[src/rtl/utf8cc_pkg.sv]
// shared types, constants and lead-byte helpers for the utf-8 counter/decoder
`default_nettype none

package utf8cc_pkg;

  localparam int MAX_LEN_DEF = 65536;
  localparam int COUNT_W     = 17;
  localparam int IDX_W       = 16;
  localparam int CODE_W      = 16;
  localparam int BYTE_W      = 8;
  localparam int OUT_TDATA_W = 40;  // 17 + 16 bits rounded up to whole bytes

  localparam logic [COUNT_W-1:0] COUNT_LIMIT = 17'h1FFFF;
  localparam logic [CODE_W-1:0]  REPLACEMENT = 16'hFFFD;

  // input beat held in the first stage
  typedef struct packed {
    logic [BYTE_W-1:0] data_byte;
    logic              byte_present;
    logic              last_byte;
  } beat_t;

  typedef struct packed {
    logic [COUNT_W-1:0] char_total;
    logic [CODE_W-1:0]  code_unit;
    logic               status;
  } result_t;

  typedef enum logic [1:0] {
    LEAD_ONE   = 2'd0,
    LEAD_TWO   = 2'd1,
    LEAD_THREE = 2'd2,
    LEAD_FOUR  = 2'd3
  } lead_t;

  localparam logic STATUS_FOUND = 1'b0;
  localparam logic STATUS_OOB   = 1'b1;

  // number of bytes to skip after a lead; invalid leads count as one-byte
  function automatic lead_t lead_kind(input logic [BYTE_W-1:0] b);
    lead_t k;
    priority if (b[7] == 1'b0)          k = LEAD_ONE;
    else if (b[7:5] == 3'b110)          k = LEAD_TWO;
    else if (b[7:4] == 4'b1110)         k = LEAD_THREE;
    else if (b[7:3] == 5'b11110)        k = LEAD_FOUR;
    else                                k = LEAD_ONE;
    return k;
  endfunction

endpackage

`default_nettype wire

[src/rtl/utf8cc_in_reg.sv]
// input stage register with pass-through ready
`default_nettype none

module utf8cc_in_reg (
  input  wire logic            clk,
  input  wire logic            rst,
  input  wire logic            in_valid,
  output logic                 in_ready,
  input  wire utf8cc_pkg::beat_t in_beat,
  input  wire logic            out_free,
  output utf8cc_pkg::beat_t    beat,
  output logic                 fire
);
  import utf8cc_pkg::*;

  logic held;

  // a last beat needs room in the result register, other beats go straight through
  assign fire     = held && (!beat.last_byte || out_free);
  assign in_ready = !held || fire;

  always_ff @(posedge clk) begin
    if (rst) begin
      held <= 1'b0;
    end else if (in_ready) begin
      held <= in_valid;
    end
  end

  always_ff @(posedge clk) begin
    if (in_ready && in_valid) begin
      beat <= in_beat;
    end
  end

endmodule

`default_nettype wire

[src/rtl/utf8cc_core.sv]
// stream state, character counter and code-unit decoder
`default_nettype none

module utf8cc_core #(
  parameter int MAX_LEN = utf8cc_pkg::MAX_LEN_DEF
) (
  input  wire logic                           clk,
  input  wire logic                           rst,
  input  wire logic                           cfg_wr_en,
  input  wire logic [utf8cc_pkg::IDX_W-1:0]   cfg_wr_data,
  input  wire utf8cc_pkg::beat_t              beat,
  input  wire logic                           fire,
  output utf8cc_pkg::result_t                 result
);
  import utf8cc_pkg::*;

  localparam logic [COUNT_W-1:0] COUNT_CAP =
    (longint'(MAX_LEN) < longint'(COUNT_LIMIT)) ? COUNT_W'(MAX_LEN) : COUNT_LIMIT;

  logic [IDX_W-1:0]   target_index;
  logic [1:0]         skip_left,    skip_left_next;
  logic [COUNT_W-1:0] char_counter, char_counter_next;
  logic [1:0]         decode_need,  decode_need_next;
  logic [CODE_W-1:0]  decode_acc,   decode_acc_next;
  logic               found_flag,   found_flag_next;
  lead_t              kind;
  logic [BYTE_W-1:0]  b;

  assign b    = beat.data_byte;
  assign kind = lead_kind(b);

  always_ff @(posedge clk) begin
    if (rst) begin
      target_index <= '0;
    end else if (cfg_wr_en) begin
      target_index <= cfg_wr_data;
    end
  end

  always_comb begin
    skip_left_next    = skip_left;
    char_counter_next = char_counter;
    decode_need_next  = decode_need;
    decode_acc_next   = decode_acc;
    found_flag_next   = found_flag;
    if (beat.byte_present) begin
      if (skip_left != 2'd0) begin
        // continuation byte, prefix not checked
        skip_left_next = skip_left - 2'd1;
        if (decode_need != 2'd0) begin
          decode_acc_next  = {decode_acc[CODE_W-7:0], b[5:0]};
          decode_need_next = decode_need - 2'd1;
        end
      end else begin
        if (!found_flag && char_counter == {1'b0, target_index}) begin
          found_flag_next = 1'b1;
          unique case (kind)
            LEAD_ONE: begin
              // ascii or invalid lead
              decode_acc_next  = (b[7] == 1'b0) ? {8'h00, b} : REPLACEMENT;
              decode_need_next = 2'd0;
            end
            LEAD_TWO: begin
              decode_acc_next  = {11'd0, b[4:0]};
              decode_need_next = 2'd1;
            end
            LEAD_THREE: begin
              decode_acc_next  = {12'd0, b[3:0]};
              decode_need_next = 2'd2;
            end
            LEAD_FOUR: begin
              decode_acc_next  = REPLACEMENT;
              decode_need_next = 2'd0;
            end
            default: begin
              decode_acc_next  = REPLACEMENT;
              decode_need_next = 2'd0;
            end
          endcase
        end
        skip_left_next = kind;
        if (char_counter < COUNT_CAP) begin
          char_counter_next = char_counter + 1'b1;
        end
      end
    end
  end

  always_comb begin
    result.char_total = char_counter_next;
    result.code_unit  = (found_flag_next && decode_need_next == 2'd0) ? decode_acc_next : '0;
    result.status     = found_flag_next ? STATUS_FOUND : STATUS_OOB;
  end

  always_ff @(posedge clk) begin
    if (rst) begin
      skip_left    <= '0;
      char_counter <= '0;
      decode_need  <= '0;
      decode_acc   <= '0;
      found_flag   <= 1'b0;
    end else if (fire) begin
      if (beat.last_byte) begin
        // end of string clears all stream state for the next one
        skip_left    <= '0;
        char_counter <= '0;
        decode_need  <= '0;
        decode_acc   <= '0;
        found_flag   <= 1'b0;
      end else begin
        skip_left    <= skip_left_next;
        char_counter <= char_counter_next;
        decode_need  <= decode_need_next;
        decode_acc   <= decode_acc_next;
        found_flag   <= found_flag_next;
      end
    end
  end

endmodule

`default_nettype wire

[src/rtl/utf8cc_out_reg.sv]
// result register driving the master-side beat
`default_nettype none

module utf8cc_out_reg (
  input  wire logic                                clk,
  input  wire logic                                rst,
  input  wire logic                                load,
  input  wire utf8cc_pkg::result_t                 result,
  output logic                                     out_free,
  output logic                                     m_axis_tvalid,
  input  wire logic                                m_axis_tready,
  output logic [utf8cc_pkg::OUT_TDATA_W-1:0]       m_axis_tdata,
  output logic                                     m_axis_tuser
);
  import utf8cc_pkg::*;

  result_t held;

  assign out_free = !m_axis_tvalid || m_axis_tready;

  always_ff @(posedge clk) begin
    if (rst) begin
      m_axis_tvalid <= 1'b0;
    end else if (out_free) begin
      m_axis_tvalid <= load;
    end
  end

  always_ff @(posedge clk) begin
    if (out_free && load) begin
      held <= result;
    end
  end

  assign m_axis_tdata = {{(OUT_TDATA_W - COUNT_W - CODE_W){1'b0}},
                         held.code_unit, held.char_total};
  assign m_axis_tuser = held.status;

endmodule

`default_nettype wire

[src/rtl/utf8_char_count_and_index_decode.sv]
// path: an accepted beat is held in the input register, and its result is then held in the
//   result register that drives the master side
// throughput: one byte per cycle; only a stalled result with a last beat waiting stalls input
// reset: synchronous active-high rst clears stream state, target_index and both valid flags
// one result per string, on the beat marked tlast
`default_nettype none

module utf8_char_count_and_index_decode #(
  parameter int MAX_LEN = utf8cc_pkg::MAX_LEN_DEF
) (
  input  wire logic                              clk,
  input  wire logic                              rst,
  input  wire logic                              cfg_wr_en,
  input  wire logic [utf8cc_pkg::IDX_W-1:0]      cfg_wr_data,    // target_index
  input  wire logic                              s_axis_tvalid,
  output logic                                   s_axis_tready,
  input  wire logic [utf8cc_pkg::BYTE_W-1:0]     s_axis_tdata,   // [7:0] data_byte
  input  wire logic                              s_axis_tuser,   // [0] byte_present
  input  wire logic                              s_axis_tlast,   // last_byte
  output logic                                   m_axis_tvalid,
  input  wire logic                              m_axis_tready,
  output logic [utf8cc_pkg::OUT_TDATA_W-1:0]     m_axis_tdata,   // [16:0] char_total, [32:17] code_unit, [39:33] zero
  output logic                                   m_axis_tuser    // [0] status
);
  import utf8cc_pkg::*;

  beat_t   in_beat;
  beat_t   beat;
  result_t result;
  logic    fire;
  logic    out_free;

  assign in_beat = '{data_byte: s_axis_tdata, byte_present: s_axis_tuser,
                     last_byte: s_axis_tlast};

  utf8cc_in_reg u_in_reg (
    .clk      (clk),
    .rst      (rst),
    .in_valid (s_axis_tvalid),
    .in_ready (s_axis_tready),
    .in_beat  (in_beat),
    .out_free (out_free),
    .beat     (beat),
    .fire     (fire)
  );

  utf8cc_core #(
    .MAX_LEN (MAX_LEN)
  ) u_core (
    .clk         (clk),
    .rst         (rst),
    .cfg_wr_en   (cfg_wr_en),
    .cfg_wr_data (cfg_wr_data),
    .beat        (beat),
    .fire        (fire),
    .result      (result)
  );

  utf8cc_out_reg u_out_reg (
    .clk           (clk),
    .rst           (rst),
    .load          (fire && beat.last_byte),
    .result        (result),
    .out_free      (out_free),
    .m_axis_tvalid (m_axis_tvalid),
    .m_axis_tready (m_axis_tready),
    .m_axis_tdata  (m_axis_tdata),
    .m_axis_tuser  (m_axis_tuser)
  );

endmodule

`default_nettype wire

[config.mk]
export PLATFORM = sky130hd
export DESIGN_NAME = utf8_char_count_and_index_decode
export DESIGN_NICKNAME = d
export VERILOG_FILES = /design/src/rtl/utf8cc_pkg.sv /design/src/rtl/utf8cc_in_reg.sv /design/src/rtl/utf8cc_core.sv /design/src/rtl/utf8cc_out_reg.sv /design/src/rtl/utf8_char_count_and_index_decode.sv
export SDC_FILE = /design/constraint.sdc
export NUM_CORES = 1
export LEC_CHECK = 0
export ABC_AREA = 1
export BUFFER_PORTS_ARGS = -buffer_cell sky130_fd_sc_hd__buf_2
export CAP_MARGIN = 10
export CORE_ASPECT_RATIO = 1.2
export CORE_UTILIZATION = 45
export DETAILED_ROUTE_END_ITERATION = 8
export PLACE_DENSITY = 0.67
export SYNTH_ARGS = -nofsm -noshare
export SYNTH_HDL_FRONTEND = slang
export SYNTH_SLANG_ARGS = --single-unit
[constraint.sdc]
create_clock -name clk -period 2.55 [get_ports clk]
set_clock_uncertainty 0.15 [all_clocks]
set_input_delay 0.765 -clock clk [delete_from_list [all_inputs] [get_ports clk]]
set_output_delay 0.765 -clock clk [all_outputs]
set_load 0.01 [all_outputs]
==> results of run 1 <==
state kept, by name, indices dropped and copies added (netlist names):
| register | count |
|---|---|
| u_out_reg.m_axis_tdata | 33 |
| u_core.char_counter | 17 |
| u_core.decode_acc | 16 |
| u_core.target_index | 16 |
| u_in_reg.beat | 10 |
| u_core.decode_need | 2 |
| u_core.skip_left | 2 |
| u_core.found_flag | 1 |
| u_in_reg.held | 1 |
| u_out_reg.m_axis_tuser | 1 |
| u_out_reg.m_axis_tvalid | 1 |
kinds of logic after synthesis:
| logic type | synth area share (%) |
|---|---|
| AND/OR/NAND/NOR | 28.6 |
| buffers and inverters | 10.6 |
| AO/OA/AOI/OAI | 11.5 |
| flip-flops | 46.8 |
| XOR/XNOR | 2.18 |
| adder cells (fa/ha/maj) | 0.240 |
| other | 0.0718 |
worst max-delay path by stage:
| stage | start | to | slack [ps] | cells past startpoint |
|---|---|---|---|---|
| after detailed placement | u_core.char_counter[8] | u_out_reg.m_axis_tdata[27] | 260 | 13 |
| after floorplan | m_axis_tready | u_out_reg.m_axis_tdata[0] | 70 | 7 |
| after CTS | u_core.char_counter[8] | u_out_reg.m_axis_tdata[27] | 240 | 13 |
| after global placement | m_axis_tready | s_axis_tready | 330 | 4 |
| final | u_core.char_counter[8] | u_out_reg.m_axis_tdata[27] | 260 | 13 |
| after global routing | u_core.char_counter[8] | u_out_reg.m_axis_tdata[27] | 60 | 13 |
synth_stat cells (all sizes together):
| cell | count |
|---|---|
| nand2 | 250 |
| inv | 98 |
| a21oi | 66 |
| dfxtp | 56 |
| nor2 | 52 |
| o21ai | 45 |
| edfxtp | 44 |
| nand3 | 30 |
| clkbuf | 24 |
| xor2 | 13 |
| buf | 11 |
| nand4 | 7 |
| nor3 | 7 |
| o211ai | 3 |
| a31oi | 2 |
| and2 | 1 |
| conb | 1 |
| ha | 1 |
| nand3b | 1 |
| o22ai | 1 |
cell type report:
class | count | share of cell area, %
Clock inverter | 7 | 1.88
Sequential cell | 100 | 40.3
Tap cell | 154 | 3.18
Inverter | 98 | 6.07
Timing Repair Buffer | 82 | 7.64
Multi-Input combinational cell | 486 | 37.2
Clock buffer | 9 | 3.72
worst reg2reg max path: stages (launching register included):
cell and delay, ps:
sky130_fd_sc_hd__dfxtp_1 450, sky130_fd_sc_hd__inv_1 80, sky130_fd_sc_hd__nand2_1 60, sky130_fd_sc_hd__nand2_1 40, sky130_fd_sc_hd__nor2_1 150, sky130_fd_sc_hd__nand2_1 130, sky130_fd_sc_hd__nor2_4 210, sky130_fd_sc_hd__nand4_2 300
sky130_fd_sc_hd__nand2_1 160, sky130_fd_sc_hd__nand2_1 60, sky130_fd_sc_hd__nand2_1 60, sky130_fd_sc_hd__nand2_1 70, sky130_fd_sc_hd__inv_1 90, sky130_fd_sc_hd__nor2_2 40
through the flow:
| stage | total power [W] | setup WS [ps] | util, % | hold WS (ps) |
|---|---|---|---|---|
| 2_1_floorplan | 0.00198 | 73.0 | - | 294 |
| 3_3_place_gp | 0.00206 | 326 | 51.3 | 309 |
| 3_5_place_dp | 0.00207 | 263 | 51.3 | 314 |
| 4_1_cts | 0.00362 | 242 | 54.4 | 325 |
| 5_1_grt | 0.00373 | 62.3 | 54.4 | 354 |
| 6_report | 0.00360 | 255 | 54.4 | 326 |
power by group through the flow:
stage          clock [W]  sequential (W)  combinational (W)
6_report         0.00156         0.00174           0.000296
5_1_grt          0.00164         0.00174           0.000337
4_1_cts          0.00158         0.00174           0.000297
3_5_place_dp           0         0.00178           0.000294
3_3_place_gp           0         0.00177           0.000287
2_1_floorplan          0         0.00177           0.000202
metal layers:
layer / global-route usage, % / wire length (um) / vias up
met3: 3.44 / 539 / 19
met5: 0 / 0 / -
li1: - / - / 2366
met4: 10.4 / 216 / 0
met2: 38.9 / 6380 / 112
met1: 25.8 / 5270 / 2132
==> results.txt, run 1 <==
library cell occupying the most area in the post-synthesis netlist: sky130_fd_sc_hd__edfxtp_1
buffers plus inverters on the worst setup path: 2
cell with the largest stage delay on the worst path: sky130_fd_sc_hd__dfxtp_1
worst rel slew slack: 66.2%
Placed Instances: 920
DRC viols: 0
vias post-DR: 4,629
fraction of power consumed by the clock network: 43.4%
critical path start-end classification: reg2reg
share of total power consumed by net switching: 23.2%
Internal Dissipation: 0.00277 W
detailed-router iteration count before antenna repair: 4
Final Non-Filler Cells: 936
Least-Margin Pin Slew: 507 ps
capture endpoint of the worst hold path: u_core.target_index[13]
overall die area: 0.0120 mm^2
f_max: 0.436 GHz
result of the run: finished clean
RR Endpoint: u_out_reg.m_axis_tdata[27]
number of antenna-violating nets in the routed design: 0
Final Hold Viols: 0
fraction of layout instances using a drive strength above 1: 16.9%
final setup violation count: 0
clock tree from TritonCTS: yes
sequential cell fraction of total power: 48.3%
register bit total from synthesis: 100
cells taking the most area after synthesis: sky130_fd_sc_hd__edfxtp_1 25%, sky130_fd_sc_hd__dfxtp_1 21%, sky130_fd_sc_hd__nand2_1 18%
Min-Delay Path Class: reg2reg
DR vias/cell: 4.95
Worst Hold Path Cells: 2
static power due to leakage: 2.72 nW
sum of negative setup slack: 0 ps
Sinks on Clock Net: 100
I/O pins: 74
reg2reg path depth: 13
critical path cell sequence: inv_1 -> nand2_1 -> nand2_1 -> nor2_1 -> nand2_1 -> nor2_4 -> nand4_2 -> nand2_1 -> nand2_1 -> nand2_1 -> nand2_1 -> inv_1 -> nor2_2
pwr dens: 595 mW/mm^2
Reg area: 0.00244 mm^2
maximum clock path buffer count: 2
Crit path max-delay family: simple AND/OR/NAND/NOR gates
initial standard-cell utilization of the core: 46.9%
critical register-to-register path startpoint: u_core.char_counter[8]
most common cell after layout, fill and taps aside: sky130_fd_sc_hd__nand2_1
source-to-sink clock delay at the later pin of the worst-skew pair: 350 ps
fraction of the cycle the final worst path needs: 90.0%
slack of the worst reg-to-reg path: 260 ps
count of final max-slew check failures: 0
share of synthesized area occupied by flip-flops and latches: 46.8%
post-DR wirelength/cell: 13.3 um
post-cts sizing count: 0
Worst Path Required: 2500 ps
P_sw: 0.000836 W
Initial DRC Count: 213
cell at the root of the clock tree: sky130_fd_sc_hd__clkbuf_16
category of the worst setup path launch point: flip-flop
GRT Resource Usage Total: 22.0%
library cells used by synthesis: 32
post-synth top area share: 25.3%
maximum fanout along the worst path: 9
Yosys warnings: 0
wire length of the first global-routing pass: 20,700 um
maximum number of pins on one net before global-route repair: 37
Fillers: 1,083
area of all placed cells without fillers: 0.00606 mm^2
gr ovfl total: 0
total clock buffers created by CTS: 9
post-synthesis instance area: 0.00522 mm^2
net count reported at finish: 809
routability congestion estimate: 0.871
Max Cap Violations: 0
Routed WL: 12,400 um
placement-stage cell area: 0.00572 mm^2
critical path data arrival time: 2250 ps
Core ar.: 0.0111 mm^2
area taken by multi-input logic gates: 0.00225 mm^2
number of hold buffers added after cts: 0
area overhead of the layout relative to synthesis: 16.0%
initial antenna violation count: 0
commonest non-fill, non-tap cells in the layout: 245 x sky130_fd_sc_hd__nand2_1, 94 x sky130_fd_sc_hd__inv_1, 66 x sky130_fd_sc_hd__a21oi_1, 66 x sky130_fd_sc_hd__buf_2, 56 x sky130_fd_sc_hd__dfxtp_1
startpoint of the lowest-slack hold path: u_core.target_index[13]
Setup crit end kind: flip-flop
most numerous cell on the critical path: sky130_fd_sc_hd__nand2_1
syn_area_per_cell: 7.32 um^2
Max VDD drop: 0.000401 V
Chip Width: 100 um
antenna diode count: 0
via count of the first global-routing pass: 4,541
height of the die: 120 um
biggest cell delay along the critical path: 450 ps
buffers inserted during post-CTS setup optimization: 0
count of port buffers added during placement: 66
final worst path period need: 2290 ps
Detail Placement HPWL: 8880 um
setup repair after global routing missed its margin: no
CTS clock-pin slew for the worst setup and hold paths: 70 ps
Cells after Synth: 713
relative contribution of combinational cells to total power: 8.2%
H-tree Lvls: 3
Cell Rows: 42
No activity file was read; power rests on OpenSTA's default activity.
==> inputs of run 2 (changes only) <==
Clock period 2.55 ns to 2.05 ns, I/O delays scaled along.
==> results.txt, run 2 (synthesis results as in run 1) <==
result of the run: finished, violations left
violations in the final reports: negative setup slack
final setup violation count: 16
Setup crit end kind: flip-flop
setup repair after global routing missed its margin: yes
H-tree Lvls: 3
area taken by multi-input logic gates: 0.00245 mm^2
final worst path period need: 2120 ps
Max VDD drop: 0.000346 V
antenna diode count: 0
category of the worst setup path launch point: flip-flop
Max Cap Violations: 0
Chip Width: 100 um
fraction of layout instances using a drive strength above 1: 28.4%
maximum number of pins on one net before global-route repair: 37
gr ovfl total: 0
post-route worst hold slack: 288 ps
Final Hold Viols: 0
area overhead of the layout relative to synthesis: 26.0%
count of port buffers added during placement: 66
critical path start-end classification: reg2reg
GRT Resource Usage Total: 22.9%
via count of the first global-routing pass: 4,479
overall die area: 0.0120 mm^2
post-place setup slack: -106 ps
wire length of the first global-routing pass: 21,400 um
commonest non-fill, non-tap cells in the layout: 232 x sky130_fd_sc_hd__nand2_1, 85 x sky130_fd_sc_hd__inv_1, 66 x sky130_fd_sc_hd__buf_2
utilization after layout: 59.0%
Worst Path Required: 2020 ps
Least-Margin Pin Slew: 518 ps
maximum clock path buffer count: 2
Min-Delay Path Class: in2reg
pwr dens: 638 mW/mm^2
net count reported at finish: 852
number of flip-flops under the largest register name: 33
post-DR wirelength/cell: 13.6 um
f_max: 0.471 GHz
Sinks on Clock Net: 100
placement-stage cell area: 0.00597 mm^2
Core ar.: 0.0111 mm^2
total clock buffers created by CTS: 9
source-to-sink clock delay at the later pin of the worst-skew pair: 360 ps
Detail Placement HPWL: 9240 um
worst rel slew slack: 65.4%
Setup WS post-layout: -74.2 ps
Reg area: 0.00247 mm^2
initial standard-cell utilization of the core: 46.9%
count of final max-slew check failures: 0
static power due to leakage: 2.95 nW
cell at the root of the clock tree: sky130_fd_sc_hd__clkbuf_16
DR vias/cell: 4.97
detailed-router iteration count before antenna repair: 5
height of the die: 120 um
area of all placed cells without fillers: 0.00658 mm^2
Fillers: 1,044
routability congestion estimate: 0.940
critical path data arrival time: 2090 ps
number of antenna-violating nets in the routed design: 0
I/O pins: 74
vias post-DR: 4,864
Cell Rows: 42
Routed WL: 13,300 um
most common cell after layout, fill and taps aside: sky130_fd_sc_hd__nand2_1
fraction of the cycle the final worst path needs: 104%
maximum fanout along the worst path: 8
DRC viols: 0
Initial DRC Count: 235
initial antenna violation count: 0
clock tree from TritonCTS: yes
CTS clock-pin slew for the worst setup and hold paths: 80 ps
[run 2: path summary, 6_finish.rpt]
| kind | startpoint | endpoint | slack, ps | depth (start not counted) |
|---|---|---|---|---|
| worst max register to register | u_core.char_counter[14] | u_out_reg.m_axis_tdata[30] | -70 | 13 |
| worst max-delay path | u_core.char_counter[14] | u_out_reg.m_axis_tdata[30] | -70 | 13 |
| worst min register to register | u_core.target_index[13] | u_core.target_index[13] | 330 | 2 |
| worst min-delay path | s_axis_tdata[7] | u_in_reg.beat[9] | 290 | 1 |
[run 2: routing by layer]
layer	vias to the layer above	GRT usage, %	part of all wire, %
met5	-	0	0
met4	0	8.70	2.5
met3	24	4.25	4.8
met2	126	40.2	52
met1	2258	27.6	41
li1	2456	-	-
[run 2: area by class of cell]
type | instances | area share (%)
inverters | 98 | 5.69
clock buffers | 10 | 3.48
multi-input cells | 487 | 37.3
flip-flops and latches | 100 | 37.6
repair buffers | 124 | 12.3
well taps | 154 | 2.93
clock inverters | 6 | 0.742
[run 2: per-stage QoR]
| stage | TNS (ps) | power (W) | instances |
|---|---|---|---|
| 6_report | -960 | 0.00420 | 979 |
| 5_1_grt | -3770 | 0.00437 | 979 |
| 4_1_cts | -502 | 0.00421 | 970 |
| 3_5_place_dp | -1520 | 0.00260 | 949 |
| 3_3_place_gp | -519 | 0.00259 | 949 |
| 2_1_floorplan | -1510 | 0.00246 | 719 |
[run 2: worst max-delay path, cell delays in order, from the launching register on]
cell and delay, ps:
sky130_fd_sc_hd__dfxtp_2 370, sky130_fd_sc_hd__inv_1 50, sky130_fd_sc_hd__nand2_1 50, sky130_fd_sc_hd__nand2_1 60
sky130_fd_sc_hd__nor2_2 130, sky130_fd_sc_hd__nand2_2 80, sky130_fd_sc_hd__nor2_4 180, sky130_fd_sc_hd__nand3_4 130
sky130_fd_sc_hd__nand2_2 110, sky130_fd_sc_hd__nand2_2 50, sky130_fd_sc_hd__o21ai_2 170, sky130_fd_sc_hd__nand2_2 130
sky130_fd_sc_hd__nand3_4 170, sky130_fd_sc_hd__nor2_2 60
[run 2: timing repair]
| action | CTS | global route |
|---|---|---|
| pin swaps | 7 | 31 |
| gates cloned | 1 | 1 |
| endpoints found under the setup margin | 17 | 46 |
| resized for setup | 20 | 58 |
| buffers inserted | 4 | 8 |
| hold buffers | 0 | 0 |
[run 2: where the power goes]
group,leakage (nW),internal [W],switching (W)
Sequential,0.892,0.00212,0.0000312
Combinational,1.92,0.000153,0.000278
Clock,0.138,0.000839,0.000773
Total,2.95,0.00312,0.00108
==> inputs of run 3 (changes only) <==
Settings changed: CTS_BUF_LIST set to sky130_fd_sc_hd__clkbuf_16.
==> results.txt, run 3 (synthesis results as in run 1) <==
violations in the final reports: negative setup slack
Worst Path Required: 2020 ps
initial antenna violation count: 0
category of the worst setup path launch point: flip-flop
critical path cell sequence: inv_1 -> nand2_1 -> nand2_1 -> nor2_2 -> nand2_2 -> nor2_4 -> nand3_4 -> nand2_2 -> nand2_2 -> o21ai_2 -> nand2_2 -> nand3_4 -> nor2_2
Cell Rows: 42
Chip Width: 100 um
maximum fanout along the worst path: 8
final setup violation count: 17
routability congestion estimate: 0.940
I/O pins: 74
cell with the largest stage delay on the worst path: sky130_fd_sc_hd__dfxtp_2
Sinks on Clock Net: 100
via count of the first global-routing pass: 4,479
H-tree Lvls: 3
setup repair after global routing missed its margin: yes
pwr dens: 639 mW/mm^2
DRC viols: 0
number of hold buffers added after cts: 0
Routed WL: 13,300 um
critical path start-end classification: reg2reg
Fillers: 1,044
antenna diode count: 0
worst rel slew slack: 65.5%
worst setup path endpoint: u_out_reg.m_axis_tdata[30]
most numerous cell on the critical path: sky130_fd_sc_hd__nand2_2
vias post-DR: 4,854
detailed-router iteration count before antenna repair: 4
clock tree from TritonCTS: yes
initial standard-cell utilization of the core: 46.9%
net count reported at finish: 852
result of the run: finished, violations left
cell at the root of the clock tree: sky130_fd_sc_hd__clkbuf_16
count of final max-slew check failures: 0
Core ar.: 0.0111 mm^2
Placed Instances: 949
GRT Resource Usage Total: 22.9%
Initial DRC Count: 234
source-to-sink clock delay at the later pin of the worst-skew pair: 360 ps
Detail Placement HPWL: 9240 um
Setup crit end kind: flip-flop
f_max: 0.470 GHz
wire length of the first global-routing pass: 21,400 um
commonest non-fill, non-tap cells in the layout: 232 x sky130_fd_sc_hd__nand2_1, 86 x sky130_fd_sc_hd__inv_1, 66 x sky130_fd_sc_hd__buf_2
CTS clock-pin slew for the worst setup and hold paths: 80 ps
Max VDD drop: 0.000346 V
total clock buffers created by CTS: 9
Max Cap Violations: 0
gr ovfl total: 0
Final Hold Viols: 0
biggest cell delay along the critical path: 370 ps
area of all placed cells without fillers: 0.00658 mm^2
critical register-to-register path startpoint: u_core.char_counter[14]
maximum clock path buffer count: 2
height of the die: 120 um
overall die area: 0.0120 mm^2
Setup WS post-layout: -79.0 ps
static power due to leakage: 2.96 nW
final worst path period need: 2130 ps
post-route worst hold slack: 286 ps
most common cell after layout, fill and taps aside: sky130_fd_sc_hd__nand2_1
number of antenna-violating nets in the routed design: 0
sum of negative setup slack: -1040 ps
worst setup path startpoint: u_core.char_counter[14]
Least-Margin Pin Slew: 517 ps
maximum number of pins on one net before global-route repair: 37
Min-Delay Path Class: in2reg
critical path data arrival time: 2100 ps
post-DR wirelength/cell: 13.6 um
count of port buffers added during placement: 66
number of flip-flops under the largest register name: 33
placement-stage cell area: 0.00597 mm^2
fraction of the cycle the final worst path needs: 104%
DR vias/cell: 4.96
Final Non-Filler Cells: 979
fraction of layout instances using a drive strength above 1: 28.4%
RR Endpoint: u_out_reg.m_axis_tdata[30]
area overhead of the layout relative to synthesis: 26.0%
reg2reg path depth: 13
slack of the worst reg-to-reg path: -80 ps
[run 3: how the worst min path moves through the flow]
stage	from	to	slack (ps)	cells past startpoint
3_5_place_dp	u_core.target_index[15]	u_core.target_index[15]	320	2
6_report	s_axis_tdata[7]	u_in_reg.beat[9]	290	1
2_1_floorplan	u_core.target_index[15]	u_core.target_index[15]	290	2
3_3_place_gp	u_core.target_index[15]	u_core.target_index[15]	310	2
4_1_cts	s_axis_tdata[7]	u_in_reg.beat[9]	280	1
5_1_grt	s_axis_tdata[7]	u_in_reg.beat[9]	280	1
[run 3: timing repair]
action	4_1_cts	5_1_grt
hold endpoints to repair	0	0
pin swaps	7	31
gates resized for setup	20	58
buffers inserted	4	8
setup endpoints to repair	17	46
gates cloned	1	1
[run 3: worst max-delay path, delay by kind of cell (launching register included)]
| kind | cells | cell delay, ps |
|---|---|---|
| and+or+nand+nor | 11 | 1150 |
| DFF | 1 | 370 |
| AOI/OAI and AO/OA | 1 | 170 |
| buffers and inverters | 1 | 50 |
[run 3: final cells by class]
type | instances | area (um^2) | area share (%)
sequential | 100 | 2470 | 37.6
multi-input combinational | 487 | 2450 | 37.3
timing repair buffer | 124 | 806 | 12.3
inverter | 98 | 374 | 5.69
clock buffer | 9 | 225 | 3.42
tap | 154 | 193 | 2.93
clock inverter | 7 | 52.6 | 0.799
[run 3: report_power, final]
group | leakage (nW) | internal [W] | total [W] | switching, W
Combinational | 1.92 | 0.000153 | 0.000431 | 0.000278
Sequential | 0.892 | 0.00212 | 0.00216 | 0.0000312
Clock | 0.142 | 0.000834 | 0.00161 | 0.000780
Total | 2.96 | 0.00311 | 0.00420 | 0.00109
[run 3: layer usage]
metal	GRT usage, %	share of wire, %	up-vias
li1	-	-	2457
met1	27.6	41	2245
met2	40.2	52	128
met3	4.25	4.8	24
met4	8.70	2.5	0
met5	0	0	-
[run 3: per-stage QoR]
step / power, W / util, % / setup WS (ps)
after floorplan: 0.00246 / - / -44.3
after global placement: 0.00259 / 53.6 / -94.4
after detailed placement: 0.00260 / 53.6 / -106
after CTS: 0.00420 / 56.9 / -40.8
after global routing: 0.00437 / 59.0 / -188
final: 0.00420 / 59.0 / -79.0
